### src/sv/mtok_pkg.sv
// Shared types, token kinds, scanner state codes and character constants of the tokenizer.
package mtok_pkg;

  localparam int MTOK_MAX_TOKEN_BYTES = 4096;
  localparam int LIMIT_W = 13;

  // register indexes
  localparam logic REG_TOKEN_LIMIT = 1'b0;
  localparam logic REG_KEEP_TEXT   = 1'b1;

  localparam logic [LIMIT_W-1:0] LIMIT_RESET = 13'd256;

  // token kinds
  localparam logic [3:0] K_CONTENT  = 4'd0;
  localparam logic [3:0] K_OPEN     = 4'd1;
  localparam logic [3:0] K_CLOSE    = 4'd2;
  localparam logic [3:0] K_ATTR     = 4'd3;
  localparam logic [3:0] K_VALUE    = 4'd4;
  localparam logic [3:0] K_CHILDREN = 4'd5;
  localparam logic [3:0] K_EMPTY    = 4'd6;
  localparam logic [3:0] K_EOF      = 4'd7;
  localparam logic [3:0] K_ERROR    = 4'd8;

  // scanner states
  localparam logic [3:0] ST_IDLE       = 4'd0;
  localparam logic [3:0] ST_CONTENT    = 4'd1;
  localparam logic [3:0] ST_LT         = 4'd2;
  localparam logic [3:0] ST_BANG       = 4'd3;
  localparam logic [3:0] ST_BANG_DASH  = 4'd4;
  localparam logic [3:0] ST_COMMENT    = 4'd5;
  localparam logic [3:0] ST_SKIP_GT    = 4'd6;
  localparam logic [3:0] ST_PI         = 4'd7;
  localparam logic [3:0] ST_CLOSE_NAME = 4'd8;
  localparam logic [3:0] ST_CLOSE_TAIL = 4'd9;
  localparam logic [3:0] ST_OPEN       = 4'd10;
  localparam logic [3:0] ST_SLASH      = 4'd11;
  localparam logic [3:0] ST_EQ         = 4'd12;
  localparam logic [3:0] ST_QVAL       = 4'd13;
  localparam logic [3:0] ST_BARE       = 4'd14;
  localparam logic [3:0] ST_ATTR       = 4'd15;

  // characters
  localparam logic [7:0] CH_SPACE = 8'h20;
  localparam logic [7:0] CH_BANG  = 8'h21;
  localparam logic [7:0] CH_DQ    = 8'h22;
  localparam logic [7:0] CH_SQ    = 8'h27;
  localparam logic [7:0] CH_DASH  = 8'h2d;
  localparam logic [7:0] CH_SLASH = 8'h2f;
  localparam logic [7:0] CH_LT    = 8'h3c;
  localparam logic [7:0] CH_EQ    = 8'h3d;
  localparam logic [7:0] CH_GT    = 8'h3e;
  localparam logic [7:0] CH_QM    = 8'h3f;

  localparam logic [15:0] WINDOW_RESET = 16'h2323;
  localparam logic [15:0] WINDOW_DASHES = 16'h2d2d;

  typedef struct packed {
    logic [7:0] in_byte;
    logic       at_end;
    logic       want_content;
  } in_word_t;

  typedef struct packed {
    logic       is_token_end;
    logic [7:0] text_byte;
    logic [3:0] kind;
    logic       last;
  } out_word_t;

  typedef struct packed {
    logic [LIMIT_W-1:0] token_limit;
    logic               keep_content_text;
  } cfg_t;

endpackage

### src/sv/markup_tokenizer_top.sv
// Top level of the markup tokenizer: configuration registers, scanner and result queue.
//
// One input byte (or end mark) is taken per clock cycle. Its zero, one or two result
// words are computed in the same cycle from the scanner state and land in a three-entry result
// queue; with the queue empty the first of them appears on the output in the next cycle. An
// input word is taken while at most one result word remains queued after the current output
// draw, so once two words are queued the input holds for as long as the sink stalls. There
// is no clearing pass after reset.
module markup_tokenizer_top #(
  parameter int MAX_TOKEN_BYTES = mtok_pkg::MTOK_MAX_TOKEN_BYTES
) (
  input  logic                clk,
  input  logic                rst,
  input  logic                byte_valid,
  output logic                byte_stall,
  input  mtok_pkg::in_word_t  byte_word,
  output logic                tok_valid,
  input  logic                tok_stall,
  output mtok_pkg::out_word_t tok_word,
  input  logic                psel,
  input  logic                penable,
  input  logic                pwrite,
  input  logic [2:0]          paddr,
  input  logic [31:0]         pwdata,
  output logic [31:0]         prdata,
  output logic                pready
);

  mtok_pkg::cfg_t      cfg;
  mtok_pkg::out_word_t res0;
  mtok_pkg::out_word_t res1;
  logic [1:0]          nres;
  logic                accept;
  logic                pop;
  logic [1:0]          push;
  mtok_pkg::out_word_t queue [3];
  logic [1:0]          rptr;
  logic [1:0]          wptr;
  logic [1:0]          count;
  logic [1:0]          count_next;
  logic [1:0]          wptr_plus;
  logic                reg_sel;

  function automatic logic [1:0] inc3(logic [1:0] p);
    return (p == 2'd2) ? 2'd0 : p + 2'd1;
  endfunction

  // configuration port
  assign pready  = 1'b1;
  assign reg_sel = paddr[2];

  always_ff @(posedge clk) begin
    if (rst) begin
      cfg.token_limit       <= mtok_pkg::LIMIT_RESET;
      cfg.keep_content_text <= 1'b1;
    end else if (psel && penable && pwrite && pready) begin
      case (reg_sel)
        mtok_pkg::REG_TOKEN_LIMIT: cfg.token_limit       <= pwdata[mtok_pkg::LIMIT_W-1:0];
        mtok_pkg::REG_KEEP_TEXT:   cfg.keep_content_text <= pwdata[0];
        default: cfg <= cfg;
      endcase
    end
  end

  always_comb begin
    case (reg_sel)
      mtok_pkg::REG_TOKEN_LIMIT: prdata = {{(32 - mtok_pkg::LIMIT_W){1'b0}}, cfg.token_limit};
      mtok_pkg::REG_KEEP_TEXT:   prdata = {31'd0, cfg.keep_content_text};
      default:                   prdata = 32'd0;
    endcase
  end

  // handshake: room for two words after this cycle's draw
  assign pop        = tok_valid && !tok_stall;
  assign byte_stall = (count == 2'd3) || (count == 2'd2 && !pop);
  assign accept     = byte_valid && !byte_stall;
  assign push       = accept ? nres : 2'd0;

  mtok_scan #(
    .MAX_TOKEN_BYTES(MAX_TOKEN_BYTES)
  ) u_scan (
    .clk     (clk),
    .rst     (rst),
    .advance (accept),
    .in_word (byte_word),
    .cfg     (cfg),
    .res0    (res0),
    .res1    (res1),
    .nres    (nres)
  );

  // result queue
  assign wptr_plus  = inc3(wptr);
  assign count_next = count - {1'b0, pop} + push;
  assign tok_valid  = (count != 2'd0);
  assign tok_word   = queue[rptr];

  always_ff @(posedge clk) begin
    if (push != 2'd0) begin
      queue[wptr] <= res0;
    end
    if (push == 2'd2) begin
      queue[wptr_plus] <= res1;
    end
  end

  always_ff @(posedge clk) begin
    if (rst) begin
      rptr  <= 2'd0;
      wptr  <= 2'd0;
      count <= 2'd0;
    end else begin
      count <= count_next;
      if (pop) begin
        rptr <= inc3(rptr);
      end
      if (push == 2'd1) begin
        wptr <= wptr_plus;
      end else if (push == 2'd2) begin
        wptr <= inc3(wptr_plus);
      end
    end
  end

  // a word that is not the last of its byte is always followed by another
  a_second_word: assert property (@(posedge clk) disable iff (rst)
    pop && !tok_word.last |=> tok_valid)
    else $error("second result word of a byte missing");

  // results of an accepted byte show up in the next cycle
  a_push_shows: assert property (@(posedge clk) disable iff (rst)
    push != 2'd0 |=> tok_valid)
    else $error("pushed result not presented");

  // the input is taken only with room for two words
  a_no_overflow: assert property (@(posedge clk) disable iff (rst)
    accept |-> (count - {1'b0, pop}) <= 2'd1)
    else $error("result queue could overflow");

  // the queue count follows pushes and draws
  a_count_track: assert property (@(posedge clk) disable iff (rst)
    !accept && !pop |=> count == $past(count))
    else $error("queue count changed without traffic");

endmodule

### src/sv/mtok_scan.sv
// Tokenizer scanner: state registers and the per-byte state update, with the reprocess pass.
module mtok_scan #(
  parameter int MAX_TOKEN_BYTES = mtok_pkg::MTOK_MAX_TOKEN_BYTES
) (
  input  logic                clk,
  input  logic                rst,
  input  logic                advance,
  input  mtok_pkg::in_word_t  in_word,
  input  mtok_pkg::cfg_t      cfg,
  output mtok_pkg::out_word_t res0,
  output mtok_pkg::out_word_t res1,
  output logic [1:0]          nres
);

  localparam int CNT_W = (MAX_TOKEN_BYTES > 2) ? $clog2(MAX_TOKEN_BYTES) : 1;
  localparam int LIM_W = ($clog2(MAX_TOKEN_BYTES + 1) > mtok_pkg::LIMIT_W) ?
                         $clog2(MAX_TOKEN_BYTES + 1) : mtok_pkg::LIMIT_W;
  localparam logic [LIM_W-1:0] LIM_MAX = LIM_W'(MAX_TOKEN_BYTES);
  localparam logic [LIM_W-1:0] LIM_MIN = LIM_W'(2);

  typedef struct packed {
    logic [3:0]       st;
    logic [CNT_W-1:0] cnt;
    logic [15:0]      win;
    logic             prev_q;
    logic             quote_dbl;
  } scan_t;

  typedef struct packed {
    scan_t               s;
    mtok_pkg::out_word_t r0;
    mtok_pkg::out_word_t r1;
    logic [1:0]          n;
    logic                redo;
  } step_t;

  scan_t      state;
  scan_t      state_next;
  step_t      first;
  step_t      second;
  logic [LIM_W-1:0] lim;
  logic [LIM_W-1:0] tl_ext;

  function automatic step_t put(step_t r, logic mark, logic [7:0] b, logic [3:0] k);
    mtok_pkg::out_word_t w;
    w.is_token_end = mark;
    w.text_byte    = b;
    w.kind         = k;
    w.last         = 1'b0;
    if (r.n == 2'd0) begin
      r.r0 = w;
    end else begin
      r.r1 = w;
    end
    r.n = r.n + 2'd1;
    return r;
  endfunction

  function automatic step_t fin(step_t r, logic [3:0] k);
    r = put(r, 1'b1, 8'h00, k);
    r.s.st  = mtok_pkg::ST_IDLE;
    r.s.cnt = '0;
    return r;
  endfunction

  function automatic step_t txt(step_t r, logic [7:0] b, logic [LIM_W-1:0] l);
    logic [LIM_W-1:0] nxt;
    r = put(r, 1'b0, b, mtok_pkg::K_CONTENT);
    nxt = LIM_W'(r.s.cnt) + LIM_W'(1);
    if (nxt >= l) begin
      r = fin(r, mtok_pkg::K_ERROR);
    end else begin
      r.s.cnt = nxt[CNT_W-1:0];
    end
    return r;
  endfunction

  function automatic logic is_delim(logic [7:0] b);
    return (b <= mtok_pkg::CH_SPACE) || (b == mtok_pkg::CH_LT) || (b == mtok_pkg::CH_EQ) ||
           (b == mtok_pkg::CH_GT) || (b == mtok_pkg::CH_SLASH) ||
           (b == mtok_pkg::CH_DQ) || (b == mtok_pkg::CH_SQ);
  endfunction

  function automatic step_t feed(scan_t s, logic [7:0] b, logic e, logic w, logic keep,
                                 logic [LIM_W-1:0] l);
    step_t      r;
    logic [3:0] k;
    r      = '0;
    r.s    = s;
    k      = mtok_pkg::K_VALUE;
    case (s.st)
      mtok_pkg::ST_CONTENT: begin
        if (e) begin
          r = fin(r, mtok_pkg::K_EOF);
        end else if (b == mtok_pkg::CH_LT) begin
          r = fin(r, mtok_pkg::K_CONTENT);
          r.s.st = mtok_pkg::ST_LT;
        end else if (keep) begin
          r = txt(r, b, l);
        end
      end
      mtok_pkg::ST_LT: begin
        if (e) begin
          r = fin(r, mtok_pkg::K_ERROR);
        end else if (b == mtok_pkg::CH_BANG) begin
          r.s.st = mtok_pkg::ST_BANG;
        end else if (b == mtok_pkg::CH_QM) begin
          r.s.st = mtok_pkg::ST_PI;
          r.s.prev_q = 1'b0;
        end else if (b == mtok_pkg::CH_SLASH) begin
          r.s.st = mtok_pkg::ST_CLOSE_NAME;
          r.s.cnt = '0;
        end else if (is_delim(b)) begin
          r = fin(r, mtok_pkg::K_OPEN);
          r.redo = 1'b1;
        end else begin
          r.s.st = mtok_pkg::ST_OPEN;
          r.s.cnt = '0;
          r = txt(r, b, l);
        end
      end
      mtok_pkg::ST_BANG, mtok_pkg::ST_BANG_DASH: begin
        if (e) begin
          r = fin(r, mtok_pkg::K_ERROR);
        end else if (b == mtok_pkg::CH_DASH) begin
          if (s.st == mtok_pkg::ST_BANG) begin
            r.s.st = mtok_pkg::ST_BANG_DASH;
          end else begin
            r.s.st = mtok_pkg::ST_COMMENT;
            r.s.win = mtok_pkg::WINDOW_RESET;
          end
        end else if (b == mtok_pkg::CH_GT) begin
          r.s.st = mtok_pkg::ST_IDLE;
        end else begin
          r.s.st = mtok_pkg::ST_SKIP_GT;
        end
      end
      mtok_pkg::ST_COMMENT: begin
        if (e) begin
          r = fin(r, mtok_pkg::K_ERROR);
        end else if (s.win == mtok_pkg::WINDOW_DASHES && b == mtok_pkg::CH_GT) begin
          r.s.st = mtok_pkg::ST_IDLE;
        end else begin
          r.s.win = {s.win[7:0], b};
        end
      end
      mtok_pkg::ST_SKIP_GT: begin
        if (e) begin
          r = fin(r, mtok_pkg::K_ERROR);
        end else if (b == mtok_pkg::CH_GT) begin
          r.s.st = mtok_pkg::ST_IDLE;
        end
      end
      mtok_pkg::ST_PI: begin
        if (e) begin
          r = fin(r, mtok_pkg::K_ERROR);
        end else if (s.prev_q && b == mtok_pkg::CH_GT) begin
          r.s.st = mtok_pkg::ST_IDLE;
          r.s.prev_q = 1'b0;
        end else begin
          r.s.prev_q = (b == mtok_pkg::CH_QM);
        end
      end
      mtok_pkg::ST_CLOSE_NAME, mtok_pkg::ST_CLOSE_TAIL: begin
        if (e) begin
          r = fin(r, mtok_pkg::K_ERROR);
        end else if (b <= mtok_pkg::CH_SPACE) begin
          r.s.st = mtok_pkg::ST_CLOSE_TAIL;
        end else if (b == mtok_pkg::CH_GT) begin
          r = fin(r, mtok_pkg::K_CLOSE);
        end else if (s.st == mtok_pkg::ST_CLOSE_TAIL || is_delim(b)) begin
          r = fin(r, mtok_pkg::K_ERROR);
        end else begin
          r = txt(r, b, l);
        end
      end
      mtok_pkg::ST_OPEN, mtok_pkg::ST_ATTR, mtok_pkg::ST_BARE: begin
        if (s.st == mtok_pkg::ST_OPEN) begin
          k = mtok_pkg::K_OPEN;
        end else if (s.st == mtok_pkg::ST_ATTR) begin
          k = mtok_pkg::K_ATTR;
        end
        if (e || is_delim(b)) begin
          r = fin(r, k);
          r.redo = 1'b1;
        end else begin
          r = txt(r, b, l);
        end
      end
      mtok_pkg::ST_SLASH: begin
        r = fin(r, (!e && b == mtok_pkg::CH_GT) ? mtok_pkg::K_EMPTY : mtok_pkg::K_ERROR);
      end
      mtok_pkg::ST_EQ: begin
        if (e) begin
          r = fin(r, mtok_pkg::K_VALUE);
          r.redo = 1'b1;
        end else if (b <= mtok_pkg::CH_SPACE) begin
          r.s = s;
        end else if (b == mtok_pkg::CH_DQ || b == mtok_pkg::CH_SQ) begin
          r.s.st = mtok_pkg::ST_QVAL;
          r.s.quote_dbl = (b == mtok_pkg::CH_DQ);
          r.s.cnt = '0;
        end else if (is_delim(b)) begin
          r = fin(r, mtok_pkg::K_VALUE);
          r.redo = 1'b1;
        end else begin
          r.s.st = mtok_pkg::ST_BARE;
          r.s.cnt = '0;
          r = txt(r, b, l);
        end
      end
      mtok_pkg::ST_QVAL: begin
        if (e) begin
          r = fin(r, mtok_pkg::K_VALUE);
          r.redo = 1'b1;
        end else if (b == (s.quote_dbl ? mtok_pkg::CH_DQ : mtok_pkg::CH_SQ)) begin
          r = fin(r, mtok_pkg::K_VALUE);
        end else begin
          r = txt(r, b, l);
        end
      end
      default: begin
        // between tokens
        r.s.st  = mtok_pkg::ST_IDLE;
        r.s.cnt = '0;
        if (e) begin
          r = fin(r, mtok_pkg::K_EOF);
        end else if (w) begin
          if (b == mtok_pkg::CH_LT) begin
            r = fin(r, mtok_pkg::K_CONTENT);
            r.s.st = mtok_pkg::ST_LT;
          end else begin
            r.s.st = mtok_pkg::ST_CONTENT;
            if (keep) begin
              r = txt(r, b, l);
            end
          end
        end else if (b <= mtok_pkg::CH_SPACE) begin
          r.s.st = mtok_pkg::ST_IDLE;
        end else if (b == mtok_pkg::CH_LT) begin
          r.s.st = mtok_pkg::ST_LT;
        end else if (b == mtok_pkg::CH_GT) begin
          r = fin(r, mtok_pkg::K_CHILDREN);
        end else if (b == mtok_pkg::CH_SLASH) begin
          r.s.st = mtok_pkg::ST_SLASH;
        end else if (b == mtok_pkg::CH_EQ) begin
          r.s.st = mtok_pkg::ST_EQ;
        end else if (b == mtok_pkg::CH_DQ || b == mtok_pkg::CH_SQ) begin
          r = fin(r, mtok_pkg::K_ERROR);
        end else begin
          r.s.st = mtok_pkg::ST_ATTR;
          r = txt(r, b, l);
        end
      end
    endcase
    return r;
  endfunction

  // clamp the limit into the supported range
  always_comb begin
    tl_ext = LIM_W'(cfg.token_limit);
    if (tl_ext < LIM_MIN) begin
      lim = LIM_MIN;
    end else if (tl_ext > LIM_MAX) begin
      lim = LIM_MAX;
    end else begin
      lim = tl_ext;
    end
  end

  always_comb begin
    logic [2:0] total;
    first  = feed(state, in_word.in_byte, in_word.at_end, in_word.want_content,
                  cfg.keep_content_text, lim);
    second = feed(first.s, in_word.in_byte, in_word.at_end, in_word.want_content,
                  cfg.keep_content_text, lim);
    if (!first.redo) begin
      second.n = 2'd0;
      second.s = first.s;
    end
    state_next = second.s;
    total = {1'b0, first.n} + {1'b0, second.n};
    // keep the first two words; any further word is dropped
    nres = (total > 3'd2) ? 2'd2 : total[1:0];
    res0 = (first.n != 2'd0) ? first.r0 : second.r0;
    if (first.n == 2'd2) begin
      res1 = first.r1;
    end else if (first.n == 2'd1) begin
      res1 = second.r0;
    end else begin
      res1 = second.r1;
    end
    res0.last = (nres == 2'd1);
    res1.last = 1'b1;
  end

  always_ff @(posedge clk) begin
    if (rst) begin
      state.st        <= mtok_pkg::ST_IDLE;
      state.cnt       <= '0;
      state.win       <= mtok_pkg::WINDOW_RESET;
      state.prev_q    <= 1'b0;
      state.quote_dbl <= 1'b0;
    end else if (advance) begin
      state <= state_next;
    end
  end

endmodule
### config.mk
export PLATFORM = sky130hd
export DESIGN_NAME = markup_tokenizer_top
export DESIGN_NICKNAME = d
export VERILOG_FILES = /design/src/sv/mtok_pkg.sv /design/src/sv/markup_tokenizer_top.sv /design/src/sv/mtok_scan.sv
export SDC_FILE = /design/constraint.sdc
export NUM_CORES = 1
export LEC_CHECK = 0
export BUFFER_PORTS_ARGS = -buffer_cell sky130_fd_sc_hd__buf_2
export CAP_MARGIN = 20
export CORE_ASPECT_RATIO = 0.7
export CORE_UTILIZATION = 45
export CTS_CLUSTER_SIZE = 20
export DETAILED_ROUTE_END_ITERATION = 8
export HOLD_SLACK_MARGIN = 0.1
export SYNTH_ARGS = -nofsm -noshare
export SYNTH_HDL_FRONTEND = slang
export SYNTH_SLANG_ARGS = --single-unit
### constraint.sdc
create_clock -name clk -period 8.6 [get_ports clk]
set_clock_uncertainty 0.15 [all_clocks]
set_input_delay 0.86 -clock clk [delete_from_list [all_inputs] [get_ports clk]]
set_output_delay 0.86 -clock clk [all_outputs]
set_load 0.02 [all_outputs]
Word level (Yosys, flattened, before mapping)
Memory sizes are Yosys's and may differ from the RTL's. A register that Yosys moved wholly into a read port is not among the register bits.
Cells that the tools add are included.
{"block": "op_classes", "n_addsub": 8, "order_cmp": 7, "n_eq_ne": 53, "mux": 178, "n_bitwise": 1, "reduce_logical": 38}
{"op": "65-bit 2-to-1 mux", "count": 36}
{"op": "65-bit one-hot mux with 11 select lines", "count": 2}
{"op": "61-bit 2-to-1 mux", "count": 14}
{"op": "31-bit 2-to-1 mux", "count": 8}
{"op": "16-bit 2-to-1 mux", "count": 14}
{"op": "4-bit 2-to-1 mux", "count": 38}
{"op": "17-bit 2-to-1 mux", "count": 8}
{"op": "62-bit 2-to-1 mux", "count": 2}
{"op": "28-bit 2-to-1 mux", "count": 4}
{"op": "34-bit 2-to-1 mux", "count": 3}
{"op": "14-bit 2-to-1 mux", "count": 7}
{"op": "49-bit 2-to-1 mux", "count": 2}
{"op": "8-bit by 6-bit == test with 1-bit output (second input constant)", "count": 9}
{"op": "4-bit == test (second input constant)", "count": 16}
{"op": "32-bit 2-to-1 mux", "count": 2}
{"op": "32-bit one-hot mux with 2 select lines", "count": 1}
{"op": "12-bit 2-to-1 mux", "count": 4}
{"op": "16-bit by 14-bit == test with 1-bit output (second input constant)", "count": 2}
{"op": "4-bit by 3-bit == test with 1-bit output (second input constant)", "count": 8}
{"op": "12-bit by 1-bit adder with 13-bit output (second input constant)", "count": 2}
{"op": "13-bit greater-or-equal comparator", "count": 2}
{"op": "13-bit 2-to-1 mux", "count": 2}
{"op": "2-bit 2-to-1 mux", "count": 10}
{"op": "4-bit by 2-bit == test with 1-bit output (second input constant)", "count": 4}
{"op": "other kinds (24)", "count": 85}
{"block": "totals", "reg_bits": 54, "ram_bits": 42, "out_inout_bits": 49, "word_cells": 296, "n_memories": 1}
{"name": "queue", "depth": 3, "word_bits": 14, "rd": 1, "rd_ports_with_merged_regs": 1, "wr": 2, "line_no": "markup_tokenizer_top.sv:36", "rtl": "mtok_pkg::out_word_t queue [3];"}

Longest topological paths before layout
Gate-level depths: netlist of run 1.
{"block": "logic_depth", "word_depth": 35, "depth_mapped": 26, "ltp_nobuf": 24}

By module
A second synthesis of run 1 with hierarchy kept.
{"block": "hier_totals", "cells_unflattened": 939, "hier_area_um2": 7853.8}
{"module": "mtok_scan", "instances": 1, "cells_per_inst": 649, "area_per_inst_um2": 4551.9}
{"module": "markup_tokenizer_top", "instances": 1, "cells_per_inst": 290, "area_per_inst_um2": 3301.9}

Worst setup path after synthesis of run 1
Ideal clock, no wire load.
{"block": "synth_path", "path_type": "input-to-reg", "from": "input port byte_word[9] (netlist name)", "to": "memory queue[1][10] (netlist name) (data pin)", "arrival_time_ns": 5.329, "slack_ns": 2.968, "cell_stages": 20, "path_buffers": 3, "cell_sequence": "buf_6 > or3b_1 > buf_6 > nor4_4 > nor3_1 > a211o_1 > or4b_4 > nand2_2 > inv_1 > ha_1 > inv_1 > fa_1 > nand3_1 > nand2b_1 > ha_1 > or3b_2 > clkbuf_1 > a311oi_1 > o21ai_0 > o22ai_1"}
{"item": "from (decl)", "line_no": "markup_tokenizer_top.sv:16", "rtl": "input mtok_pkg::in_word_t byte_word,"}
{"item": "to (decl)", "line_no": "markup_tokenizer_top.sv:36"}

==> impl_metrics.env, run 1 <==
export IMPL_number_of_antenna_violations_at_the_first_check_in_global_routing=0
export IMPL_io_buffer_count=59
export IMPL_timing_critical_path_to_type="flop"
export IMPL_area_growth_syn_to_layout_pct=7.015
export IMPL_critPathLaunchType="flop"
export IMPL_global_route_usage_met1_pct=46.61
export IMPL_timing_hold_ws_ps=327.8
export IMPL_grt_peak_use_layer="met1"
export IMPL_ys_top_cells_by_area="sky130_fd_sc_hd__dfxtp_1, sky130_fd_sc_hd__edfxtp_1, sky130_fd_sc_hd__nand2_1, sky130_fd_sc_hd__o21ai_0, sky130_fd_sc_hd__nor2_1"
export IMPL_totalWireLength_um=24270
export IMPL_via_count=7729
export IMPL_layout_cells_most_common="sky130_fd_sc_hd__nand2_1"
export IMPL_maxSlewHeadroom_pct=28.35
export IMPL_grt_usage_pct=28.37
export IMPL_final_seq_area_um2=2352
export IMPL_clock_tree_htree_level_count=3
export IMPL_vias_in_the_first_global_route=6758
export IMPL_drive_above_1_share_pct=12.93
export IMPL_tritoncts="done"
export IMPL_die_height_um=111.4
export IMPL_crit_path_cell_trace="ha_1 > nand3_1 > nor2_1 > nand4_1 > xnor2_1 > ha_1 > a21o_1 > a21o_1 > a221oi_1 > and2_1 > nor2_1 > inv_1 > fa_1 > nand3_1 > nand2b_1 > ha_1 > nor3b_1 > nand2_1 > o32ai_1 > a31o_2"
export IMPL_gp_congestion=0.9760
export IMPL_run_status="complete, no violations"
export IMPL_ys_seq_elements=98
export IMPL_criticalPathCategory="reg2reg"
export IMPL_setup_repair_after_global_routing_missed_its_margin="no"
export IMPL_timing_critical_path_mode_cell="sky130_fd_sc_hd__ha_1"
export IMPL_multi_input_comb_area_um2=4847
export IMPL_cts_sink_count=98
export IMPL_maximum_number_of_pins_on_one_net_before_global_route_repair=55
export IMPL_die_area_um2=17620
export IMPL_timing_hold_worst_class="reg2reg"
export IMPL_clk_latency_ps=360
export IMPL_grt_first_pass_wirelength_um=38550
export IMPL_ir_worst_vdd_v=0.0001740
export IMPL_synth_warning_count=0
export IMPL_synth_seq_area_share_pct=30.60
export IMPL_first_pass_iters=7
export IMPL_post_cts_resized_instances=0
export IMPL_groute_layer_met2_usage_pct=34.80
export IMPL_asyncSetResetFlopFracSynth_pct=0
export IMPL_grt_overflow_total=0
export IMPL_timing_critical_path_slowest_cell_delay_ps=750
export IMPL_tightestPinTransition_ps=1073
export IMPL_post_layout_nonfiller_instances=1207
export IMPL_maxCapViolations=0
export IMPL_syn_area_per_cell_um2=7.901
export IMPL_critPathRequiredTime_ps=8690
export IMPL_setup_violations_final=0
export IMPL_post_drt_wl_per_cell_um=20.11
export IMPL_tritoncts_num_buffers=9
export IMPL_place_detailed_instances=1190
export IMPL_power_per_cell_area_nw_per_um2=265.8
export IMPL_final_net_count=1050
export IMPL_pin_count=101
export IMPL_timing_critical_path_arrival_ps=6840
export IMPL_synth_top_cell_area_share_pct=15.36
export IMPL_die_width_um=158.2
export IMPL_clk_transition_reported_paths_ps=70
export IMPL_postRouteAntennaNets=0
export IMPL_placementRows=39
export IMPL_critical_path_max_fanout=13
export IMPL_initialDrtViolationCount=1025
export IMPL_fin_crit_share_pct=78.56
export IMPL_post_drt_via_cell_ratio=6.403
export IMPL_finalCriticalPeriod_ps=6756
export IMPL_clock_tree_buffer_depth=2
export IMPL_netlist_area_before_placement_um2=7687
export IMPL_static_leakage_nw=2.990
export IMPL_dominantRegCellSynth="sky130_fd_sc_hd__dfxtp_1"
export IMPL_fmax_ghz=0.1480
export IMPL_postCtsSetupBuffers=0
export IMPL_number_of_synthesized_flops_with_an_enable_pin=39
export IMPL_fp_coreArea_um2=16490
export IMPL_most_common_layout_cells="sky130_fd_sc_hd__nand2_1, sky130_fd_sc_hd__nor2_1, sky130_fd_sc_hd__o21ai_0"
export IMPL_critical_path_top_delay_family="simple AND/OR/NAND/NOR gates"
export IMPL_tns_ps=0
export IMPL_global_route_met3_usage_pct=7.552
export IMPL_synth_largest_area_cell="sky130_fd_sc_hd__dfxtp_1"
export IMPL_initial_core_util_pct=46.61
export IMPL_drc_errors=0
export IMPL_distinct_cell_type_count_of_the_synthesized_netlist=94
export IMPL_hold_viol=0
export IMPL_ctsRootBufferMaster="sky130_fd_sc_hd__clkbuf_16"
export IMPL_fill_cells=1665
export IMPL_postCtsHoldBufs=0
export IMPL_n_antenna_cell=0
export IMPL_critical_path_slowest_cell="sky130_fd_sc_hd__nor3b_1"
export IMPL_place_hpwl_um=17970
export IMPL_cp_buffers_inverters=1
export IMPL_syn_instance_count=973
export IMPL_final_max_slew_violation_count=0
==> layout make-up <==
type,instances,area share (%)
timing repair buffer,67,4.319
clock buffer,9,2.738
inverter,25,1.141
multi-input combinational,776,58.92
tap,225,3.422
clock inverter,7,0.8669
sequential,98,28.59
==> path summary, 6_finish.rpt <==
check | start | endpoint | slack [ps] | depth (start not counted)
min reg2reg | queue[1][0] | queue[1][0] | 330 | 2
max reg2reg | u_scan.state[18] | queue[1][5] | 1840 | 20
max | u_scan.state[18] | queue[1][5] | 1840 | 20
min | queue[1][0] | queue[1][0] | 330 | 2
==> where the power goes <==
group / switching (W) / internal [W]
clock: 0.000208 / 0.000206
combinational: 0.000730 / 0.000357
sequential: 0.0000760 / 0.000609
total: 0.00101 / 0.00117
==> layer usage <==
metal / up-vias / part of all wire (%)
li1: 3613 / -
met1: 3636 / 50
met2: 446 / 37
met3: 34 / 12
met4: 0 / 1.5
met5: - / 0
==> sequential cells by signal (all words and copies together), names as in the netlist, named ones only <==
signal        cells
queue            42
u_scan.state     34
cfg              14
count             2
rptr              2
wptr              2
==> kinds of logic (layout without fill, tap and decap cells) <==
| group | Yosys count | in the layout | share of synthesized area [%] |
|---|---|---|---|
| AND/OR/NAND/NOR | 380 | 380 | 25.49 |
| AO/OA/AOI/OAI | 322 | 322 | 29.02 |
| buffers and inverters | 118 | 108 | 7.340 |
| flip-flops | 98 | 98 | 30.60 |
| adder cells (fa/ha/maj) | 21 | 21 | 3.516 |
| XOR/XNOR | 16 | 16 | 1.823 |
| multiplexers | 16 | 16 | 2.116 |
| other | 2 | 21 | 0.09769 |
==> worst register-to-register path, cell delays in order (launching register included) <==
cell	delay, ps
sky130_fd_sc_hd__dfxtp_1	510
sky130_fd_sc_hd__ha_1	310
sky130_fd_sc_hd__nand3_1	160
sky130_fd_sc_hd__nor2_1	270
sky130_fd_sc_hd__nand4_1	150
sky130_fd_sc_hd__xnor2_1	300
sky130_fd_sc_hd__ha_1	310
sky130_fd_sc_hd__a21o_1	180
sky130_fd_sc_hd__a21o_1	170
sky130_fd_sc_hd__a221oi_1	430
sky130_fd_sc_hd__and2_1	550
sky130_fd_sc_hd__nor2_1	300
sky130_fd_sc_hd__inv_1	310
sky130_fd_sc_hd__fa_1	490
sky130_fd_sc_hd__nand3_1	180
sky130_fd_sc_hd__nand2b_1	170
sky130_fd_sc_hd__ha_1	240
sky130_fd_sc_hd__nor3b_1	750
sky130_fd_sc_hd__nand2_1	270
sky130_fd_sc_hd__o32ai_1	300
sky130_fd_sc_hd__a31o_2	150
==> Yosys cell counts, types with 5 or more instances <==
library cell and count:
sky130_fd_sc_hd__and2_1 10, sky130_fd_sc_hd__nor2b_1 17, sky130_fd_sc_hd__and3_1 10, sky130_fd_sc_hd__o31ai_1 13
sky130_fd_sc_hd__mux2i_1 14, sky130_fd_sc_hd__ha_1 20, sky130_fd_sc_hd__or2_2 10, sky130_fd_sc_hd__o22ai_1 21
sky130_fd_sc_hd__nand4_1 15, sky130_fd_sc_hd__nor3_1 28, sky130_fd_sc_hd__edfxtp_1 39, sky130_fd_sc_hd__a221oi_1 5
sky130_fd_sc_hd__xnor2_1 14, sky130_fd_sc_hd__nand3_1 21, sky130_fd_sc_hd__o21ai_0 68, sky130_fd_sc_hd__a21oi_1 59
sky130_fd_sc_hd__nand2b_1 16, sky130_fd_sc_hd__buf_1 5, sky130_fd_sc_hd__buf_4 20, sky130_fd_sc_hd__nand2_1 119
sky130_fd_sc_hd__nor2_1 81, sky130_fd_sc_hd__or3_1 8, sky130_fd_sc_hd__a211oi_1 17, sky130_fd_sc_hd__a21o_1 9
sky130_fd_sc_hd__o221ai_1 7, sky130_fd_sc_hd__inv_1 24, sky130_fd_sc_hd__o21a_1 5, sky130_fd_sc_hd__clkbuf_1 51
sky130_fd_sc_hd__a31oi_1 12, sky130_fd_sc_hd__buf_2 13, sky130_fd_sc_hd__o211ai_1 16, sky130_fd_sc_hd__a22oi_1 16
sky130_fd_sc_hd__dfxtp_1 59, sky130_fd_sc_hd__o31a_1 6, sky130_fd_sc_hd__o32ai_1 7
==> metrics by stage <==
step | instance area (µm²) | setup WS (ps) | power (W) | utilization (%)
global placement | 7923 | 2029 | 0.001741 | 48.04
detailed placement | 7923 | 2021 | 0.001743 | 48.04
floorplan | 7759 | 2968 | 0.001480 | -
CTS | 8219 | 2000 | 0.002156 | 49.83
global route | 8227 | 1463 | 0.002317 | 49.88
finish | 8227 | 1844 | 0.002187 | 49.88
No activity file was read; power rests on OpenSTA's default activity.
==> run 2: changes to the inputs <==
- PLACE_DENSITY: default -> 0.67
- clock period: 8.6 -> 6.1 ns (I/O delays scaled with it)
==> run 2 against run 1 <==
  * Sequential power rose by 39%
  * Combinational power increased by 52%
  * Total power grew 46%
  * Setup slack got worse by 1600 ps
  * Sequential share of layout area down 1.1 points
  * Fmax grew 16%
  * Global-route usage increased by 0.070 points
  * Routed wire length up 1.5%
  * Clock-buffer cell count stayed put
==> impl_metrics.env, run 2 (synthesized netlist as in run 1, its figures left out) <==
export IMPL_critical_path_max_fanout=9
export IMPL_clock_tree_buffer_depth=2
export IMPL_critical_path_slowest_cell="sky130_fd_sc_hd__or4b_4"
export IMPL_largest_register_ff_count=42
export IMPL_run_status="complete, no violations"
export IMPL_clock_tree_htree_level_count=3
export IMPL_final_seq_area_um2=2354
export IMPL_ctsRootBufferMaster="sky130_fd_sc_hd__clkbuf_16"
export IMPL_timing_hold_worst_class="in2reg"
export IMPL_n_antenna_cell=0
export IMPL_switching_share_pct=45.51
export IMPL_post_route_util_pct=51.90
export IMPL_power_report_internal_total_w=0.001742
export IMPL_regMostFlops="queue"
export IMPL_hold_viol=0
export IMPL_pwr_share_comb_pct=52.1
export IMPL_p_total_w=0.003197
export IMPL_die_area_um2=17620
export IMPL_drive_above_1_share_pct=16.88
export IMPL_place_hpwl_um=18630
export IMPL_power_per_cell_area_nw_per_um2=373.5
export IMPL_fp_coreArea_um2=16490
export IMPL_tns_ps=0
export IMPL_area_growth_syn_to_layout_pct=11.36
export IMPL_most_common_layout_cells="sky130_fd_sc_hd__nand2_1, sky130_fd_sc_hd__nor2_1, sky130_fd_sc_hd__o21ai_0, sky130_fd_sc_hd__buf_2"
export IMPL_reg2reg_to="queue[1][3]"
export IMPL_reg2reg_setup_slack_ps=290
export IMPL_worstReg2RegStart="u_scan.state[18]"
export IMPL_hold_path_depth=3
export IMPL_fmax_ghz=0.1721
export IMPL_via_count=7756
export IMPL_clk_latency_ps=370
export IMPL_die_height_um=111.4
export IMPL_layout_cells_most_common="sky130_fd_sc_hd__nand2_1"
export IMPL_worst_hold_path_startpoint="pwdata[8]"
export IMPL_setup_violations_final=0
export IMPL_gp_congestion=1.038
export IMPL_timing_critical_path_arrival_ps=5860
export IMPL_ir_worst_vdd_v=0.0001907
export IMPL_fin_crit_share_pct=95.24
export IMPL_maxCapViolations=0
export IMPL_io_buffer_count=59
export IMPL_post_drt_via_cell_ratio=6.235
export IMPL_maxSlewHeadroom_pct=32.39
export IMPL_first_pass_iters=5
export IMPL_clk_transition_reported_paths_ps=80
export IMPL_grt_usage_pct=28.44
export IMPL_number_of_antenna_violations_at_the_first_check_in_global_routing=0
export IMPL_critPathLaunchType="flop"
export IMPL_tritoncts="done"
export IMPL_postRouteAntennaNets=0
export IMPL_drc_errors=0
export IMPL_placement_setup_worst_slack_ps=205.3
export IMPL_whs_endpoint="cfg[9]"
export IMPL_vias_in_the_first_global_route=6854
export IMPL_worst_r2r_cell_count=25
export IMPL_post_route_worst_setup_slack_ps=290.6
export IMPL_setup_repair_after_global_routing_missed_its_margin="no"
export IMPL_clockPowerShare_pct=18.1
export IMPL_pin_count=101
export IMPL_initialDrtViolationCount=944
export IMPL_tightestPinTransition_ps=1014
export IMPL_reg_largest_list="queue (42), u_scan.state (34), cfg (14)"
export IMPL_netSwitchingPower_w=0.001455
export IMPL_timing_critical_path_mode_cell="sky130_fd_sc_hd__ha_1"
export IMPL_initial_core_util_pct=46.61
export IMPL_maximum_number_of_pins_on_one_net_before_global_route_repair=55
export IMPL_static_leakage_nw=3.173
export IMPL_timing_critical_path_to_type="flop"
export IMPL_finalCriticalPeriod_ps=5809
export IMPL_fill_cells=1630
export IMPL_cts_sink_count=98
export IMPL_criticalPathCategory="reg2reg"
export IMPL_grt_first_pass_wirelength_um=38770
export IMPL_post_drt_wl_per_cell_um=19.79
export IMPL_multi_input_comb_area_um2=4878
export IMPL_critPathRequiredTime_ps=6150
export IMPL_final_net_count=1087
export IMPL_die_width_um=158.2
export IMPL_timing_critical_path_slowest_cell_delay_ps=520
export IMPL_tritoncts_num_buffers=9
export IMPL_final_max_slew_violation_count=0
export IMPL_power_sequential_fraction_pct=29.9
export IMPL_placementRows=39
export IMPL_totalWireLength_um=24620
export IMPL_grt_overflow_total=0
## run 2: what timing repair did
item / in CTS / in global routing
gates resized for setup: 0 / 10
endpoints found under the setup margin: 0 / 75
setup buffers: 0 / 0
hold buffers: 0 / 0
## run 2: how the worst max path moves through the flow
| stage | start | end | slack, ps | depth (start not counted) |
|---|---|---|---|---|
| 6_report | u_scan.state[18] | queue[1][3] | 290 | 25 |
| 5_1_grt | u_scan.state[18] | queue[1][3] | 0.5 | 25 |
| 4_1_cts | u_scan.state[18] | queue[1][10] | 110 | 23 |
| 3_5_place_dp | u_scan.state[18] | queue[1][10] | 210 | 23 |
| 3_3_place_gp | u_scan.state[18] | queue[1][10] | 300 | 22 |
| 2_1_floorplan | u_scan.state[20] | queue[1][10] | 470 | 26 |
## run 2: per-stage QoR
stage / hold slack [ps] / cells / cell area (µm²)
after floorplan: 286.4 / 992 / 7759
after global placement: 311.0 / 1228 / 8228
after detailed placement: 313.9 / 1228 / 8228
after CTS: 303.4 / 1244 / 8523
after global routing: 321.5 / 1244 / 8561
final: 307.2 / 1244 / 8561
## run 2: layout make-up
cell class | instances | area share [%]
Timing Repair Buffer | 104 | 7.688
Tap cell | 225 | 3.289
Clock buffer | 9 | 2.631
Clock inverter | 7 | 0.8185
Inverter | 25 | 1.096
Multi-Input combinational cell | 776 | 56.99
Sequential cell | 98 | 27.49
## run 2: worst max-delay path: cells and delay by family (launching register included)
| kind | cells | cell delay (ps) |
|---|---|---|
| AND/OR/NAND/NOR | 10 | 2260 |
| adder cells (fa/ha/maj) | 5 | 1410 |
| AO/OA/AOI/OAI | 5 | 680 |
| buffers and inverters | 4 | 510 |
| flip-flops | 1 | 430 |
| XOR/XNOR | 1 | 200 |
## run 2: metal layers
metal / GRT usage (%) / part of all wire, % / vias to the layer above
met3: 10.63 / 13 / 35
met4: 6.667 / 1.4 / 0
met1: 44.83 / 49 / 3616
met5: 0 / 0 / -
met2: 35.15 / 37 / 419
li1: - / - / 3686
## run 2: power groups by stage
stage	logic [W]	clock network, W	registers, W
after floorplan	0.00117	0	0.000912
after global placement	0.00159	0	0.000963
after detailed placement	0.00159	0	0.000968
after CTS	0.00160	0.000585	0.000954
after global routing	0.00179	0.000611	0.000975
final	0.00166	0.000577	0.000955
==> run 3: changes to the inputs <==
- BUFFER_PORTS_ARGS: -buffer_cell sky130_fd_sc_hd__buf_2 -> default
- DONT_BUFFER_PORTS: default -> 1
- PLACE_DENSITY: 0.67 -> default
==> run 3 against run 2 <==
  * Sequential power barely moved
  * Utilization fell by 1.8 points
  * Clock power rose by 5.7%
  * Register-to-register slack barely moved
  * Via count fell by 2.2%
  * Hold slack got worse by 150 ps
  * Non-clock buffer count fell by 63
  * Critical endpoint unchanged
  * Largest cell class unchanged
  * Largest power group unchanged
==> impl_metrics.env, run 3 (synthesized netlist as in run 1, its figures left out) <==
export IMPL_hold_viol=0
export IMPL_die_height_um=111.4
export IMPL_maxSlewHeadroom_pct=32.74
export IMPL_clock_tree_buffer_depth=2
export IMPL_tritoncts="done"
export IMPL_regMostFlops="queue"
export IMPL_finalCriticalPeriod_ps=5808
export IMPL_drive_above_1_share_pct=11.51
export IMPL_number_of_antenna_violations_at_the_first_check_in_global_routing=0
export IMPL_final_net_count=1024
export IMPL_timing_critical_path_to_type="flop"
export IMPL_clock_tree_htree_level_count=3
export IMPL_largest_register_ff_count=42
export IMPL_io_buffer_count=0
export IMPL_static_leakage_nw=2.919
export IMPL_tightestPinTransition_ps=1007
export IMPL_n_antenna_cell=0
export IMPL_place_hpwl_um=18420
export IMPL_setup_worst_path_start="u_scan.state[19]"
export IMPL_final_max_slew_violation_count=0
export IMPL_area_growth_syn_to_layout_pct=7.585
export IMPL_die_width_um=158.2
export IMPL_worstReg2RegStart="u_scan.state[19]"
export IMPL_tns_ps=0
export IMPL_timing_hold_ws_ps=158.0
export IMPL_timing_critical_path_arrival_ps=5860
export IMPL_worst_hold_path_startpoint="rst"
export IMPL_post_layout_nonfiller_instances=1181
export IMPL_fin_crit_share_pct=95.22
export IMPL_reg_largest_list="queue (42), u_scan.state (34), cfg (14)"
export IMPL_ir_worst_vdd_v=0.0002150
export IMPL_totalWireLength_um=24620
export IMPL_maximum_number_of_pins_on_one_net_before_global_route_repair=55
export IMPL_setup_repair_after_global_routing_missed_its_margin="no"
export IMPL_critical_path_max_fanout=8
export IMPL_post_drt_wl_per_cell_um=20.85
export IMPL_initialDrtViolationCount=1102
export IMPL_postRouteAntennaNets=0
export IMPL_first_pass_iters=6
export IMPL_initial_core_util_pct=46.61
export IMPL_gp_congestion=0.9952
export IMPL_setup_violations_final=0
export IMPL_run_status="complete, no violations"
export IMPL_layout_cells_most_common="sky130_fd_sc_hd__nand2_1"
export IMPL_place_detailed_instances=1165
export IMPL_placementRows=39
export IMPL_criticalPathCategory="reg2reg"
export IMPL_grt_overflow_total=0
export IMPL_ctsRootBufferMaster="sky130_fd_sc_hd__clkbuf_16"
export IMPL_die_area_um2=17620
export IMPL_postCtsHoldBufs=0
export IMPL_vias_in_the_first_global_route=6743
export IMPL_clk_latency_ps=370
export IMPL_post_drt_via_cell_ratio=6.422
export IMPL_cts_sink_count=98
export IMPL_pin_count=101
export IMPL_maxCapViolations=0
export IMPL_timing_hold_worst_class="in2reg"
export IMPL_via_count=7584
export IMPL_critPathLaunchType="flop"
export IMPL_power_per_cell_area_nw_per_um2=382.1
export IMPL_fp_coreArea_um2=16490
export IMPL_postCtsSetupBuffers=0
export IMPL_critPathRequiredTime_ps=6150
export IMPL_tritoncts_num_buffers=9
export IMPL_grt_usage_pct=28.66
export IMPL_most_common_layout_cells="sky130_fd_sc_hd__nand2_1, sky130_fd_sc_hd__nor2_1, sky130_fd_sc_hd__o21ai_0, sky130_fd_sc_hd__dfxtp_1, sky130_fd_sc_hd__a21oi_1"
export IMPL_drc_errors=0
export IMPL_grt_first_pass_wirelength_um=38870
export IMPL_clk_transition_reported_paths_ps=80
export IMPL_fmax_ghz=0.1722
[run 3: changes by cell type in the layout (fill, tap and decap cells not counted), sizes merged]
cell	change
inv	-1
buf	-63
clkbuf	+1
clkinv	+1
clkinvlp	-1
[run 3: power breakdown]
part	switching [W]	total [W]	internal, W	leakage (nW)
logic	0.00103	0.00159	0.000560	1.92
clock network	0.000295	0.000610	0.000314	0.155
registers	0.000101	0.000957	0.000857	0.844
[run 3: layer usage]
layer | vias up | track usage, % | part of all wire [%]
met3 | 47 | 7.123 | 12
met4 | 0 | 7.500 | 1.7
met2 | 447 | 35.76 | 37
met5 | - | 0 | 0
li1 | 3560 | - | -
met1 | 3530 | 46.80 | 50
[run 3: cell type report]
type	count	area [µm²]
clock buffer	10	250.2
clock inverter	6	65.06
fill	1636	8223
inverter	25	93.84
multi-input combinational	776	4895
sequential	98	2352
tap	225	281.5
timing repair buffer	41	332.8
[run 3: repair_timing]
| item | CTS | global route |
|---|---|---|
| hold endpoints to repair | 0 | 0 |
| resized for setup | 0 | 11 |
| endpoints found under the setup margin | 0 | 53 |
[run 3: path summary, 6_finish.rpt]
| check | end | slack (ps) | cells past startpoint |
|---|---|---|---|
| worst max-delay path | queue[1][3] | 290 | 24 |
| worst min-delay path | u_scan.state[16] | 160 | 1 |
| worst max register to register | queue[1][3] | 290 | 24 |
| worst min register to register | u_scan.state[10] | 320 | 2 |
[run 3: metrics by stage]
| step | area (µm²) | setup WS (ps) | util, % | power, W |
|---|---|---|---|---|
| after floorplan | 7759 | 473.1 | - | 0.002086 |
| after global placement | 7908 | 347.5 | 47.94 | 0.002493 |
| after detailed placement | 7908 | 309.0 | 47.94 | 0.002495 |
| after CTS | 8223 | 248.8 | 49.86 | 0.003107 |
| after global routing | 8270 | 16.85 | 50.14 | 0.003340 |
| final | 8270 | 291.8 | 50.14 | 0.003160 |
[run 3: critical path, cell delays in order, from the launching register on]
cell	delay (ps)
sky130_fd_sc_hd__dfxtp_1	420
sky130_fd_sc_hd__ha_2	260
sky130_fd_sc_hd__nand3_1	160
sky130_fd_sc_hd__nor2_2	180
sky130_fd_sc_hd__nand4_1	160
sky130_fd_sc_hd__xnor2_2	210
sky130_fd_sc_hd__ha_1	310
sky130_fd_sc_hd__nand4_1	120
sky130_fd_sc_hd__nor3_1	190
sky130_fd_sc_hd__o31ai_1	180
sky130_fd_sc_hd__o211a_1	190
sky130_fd_sc_hd__or4b_4	530
sky130_fd_sc_hd__nand2_2	150
sky130_fd_sc_hd__inv_1	70
sky130_fd_sc_hd__ha_1	180
sky130_fd_sc_hd__inv_1	60
sky130_fd_sc_hd__fa_1	440
sky130_fd_sc_hd__nand3_1	120
sky130_fd_sc_hd__nand2b_1	180
sky130_fd_sc_hd__ha_2	240
sky130_fd_sc_hd__or3b_2	510
sky130_fd_sc_hd__buf_4	200
sky130_fd_sc_hd__nor2_1	180
sky130_fd_sc_hd__a21oi_1	70
sky130_fd_sc_hd__o21ai_0	200
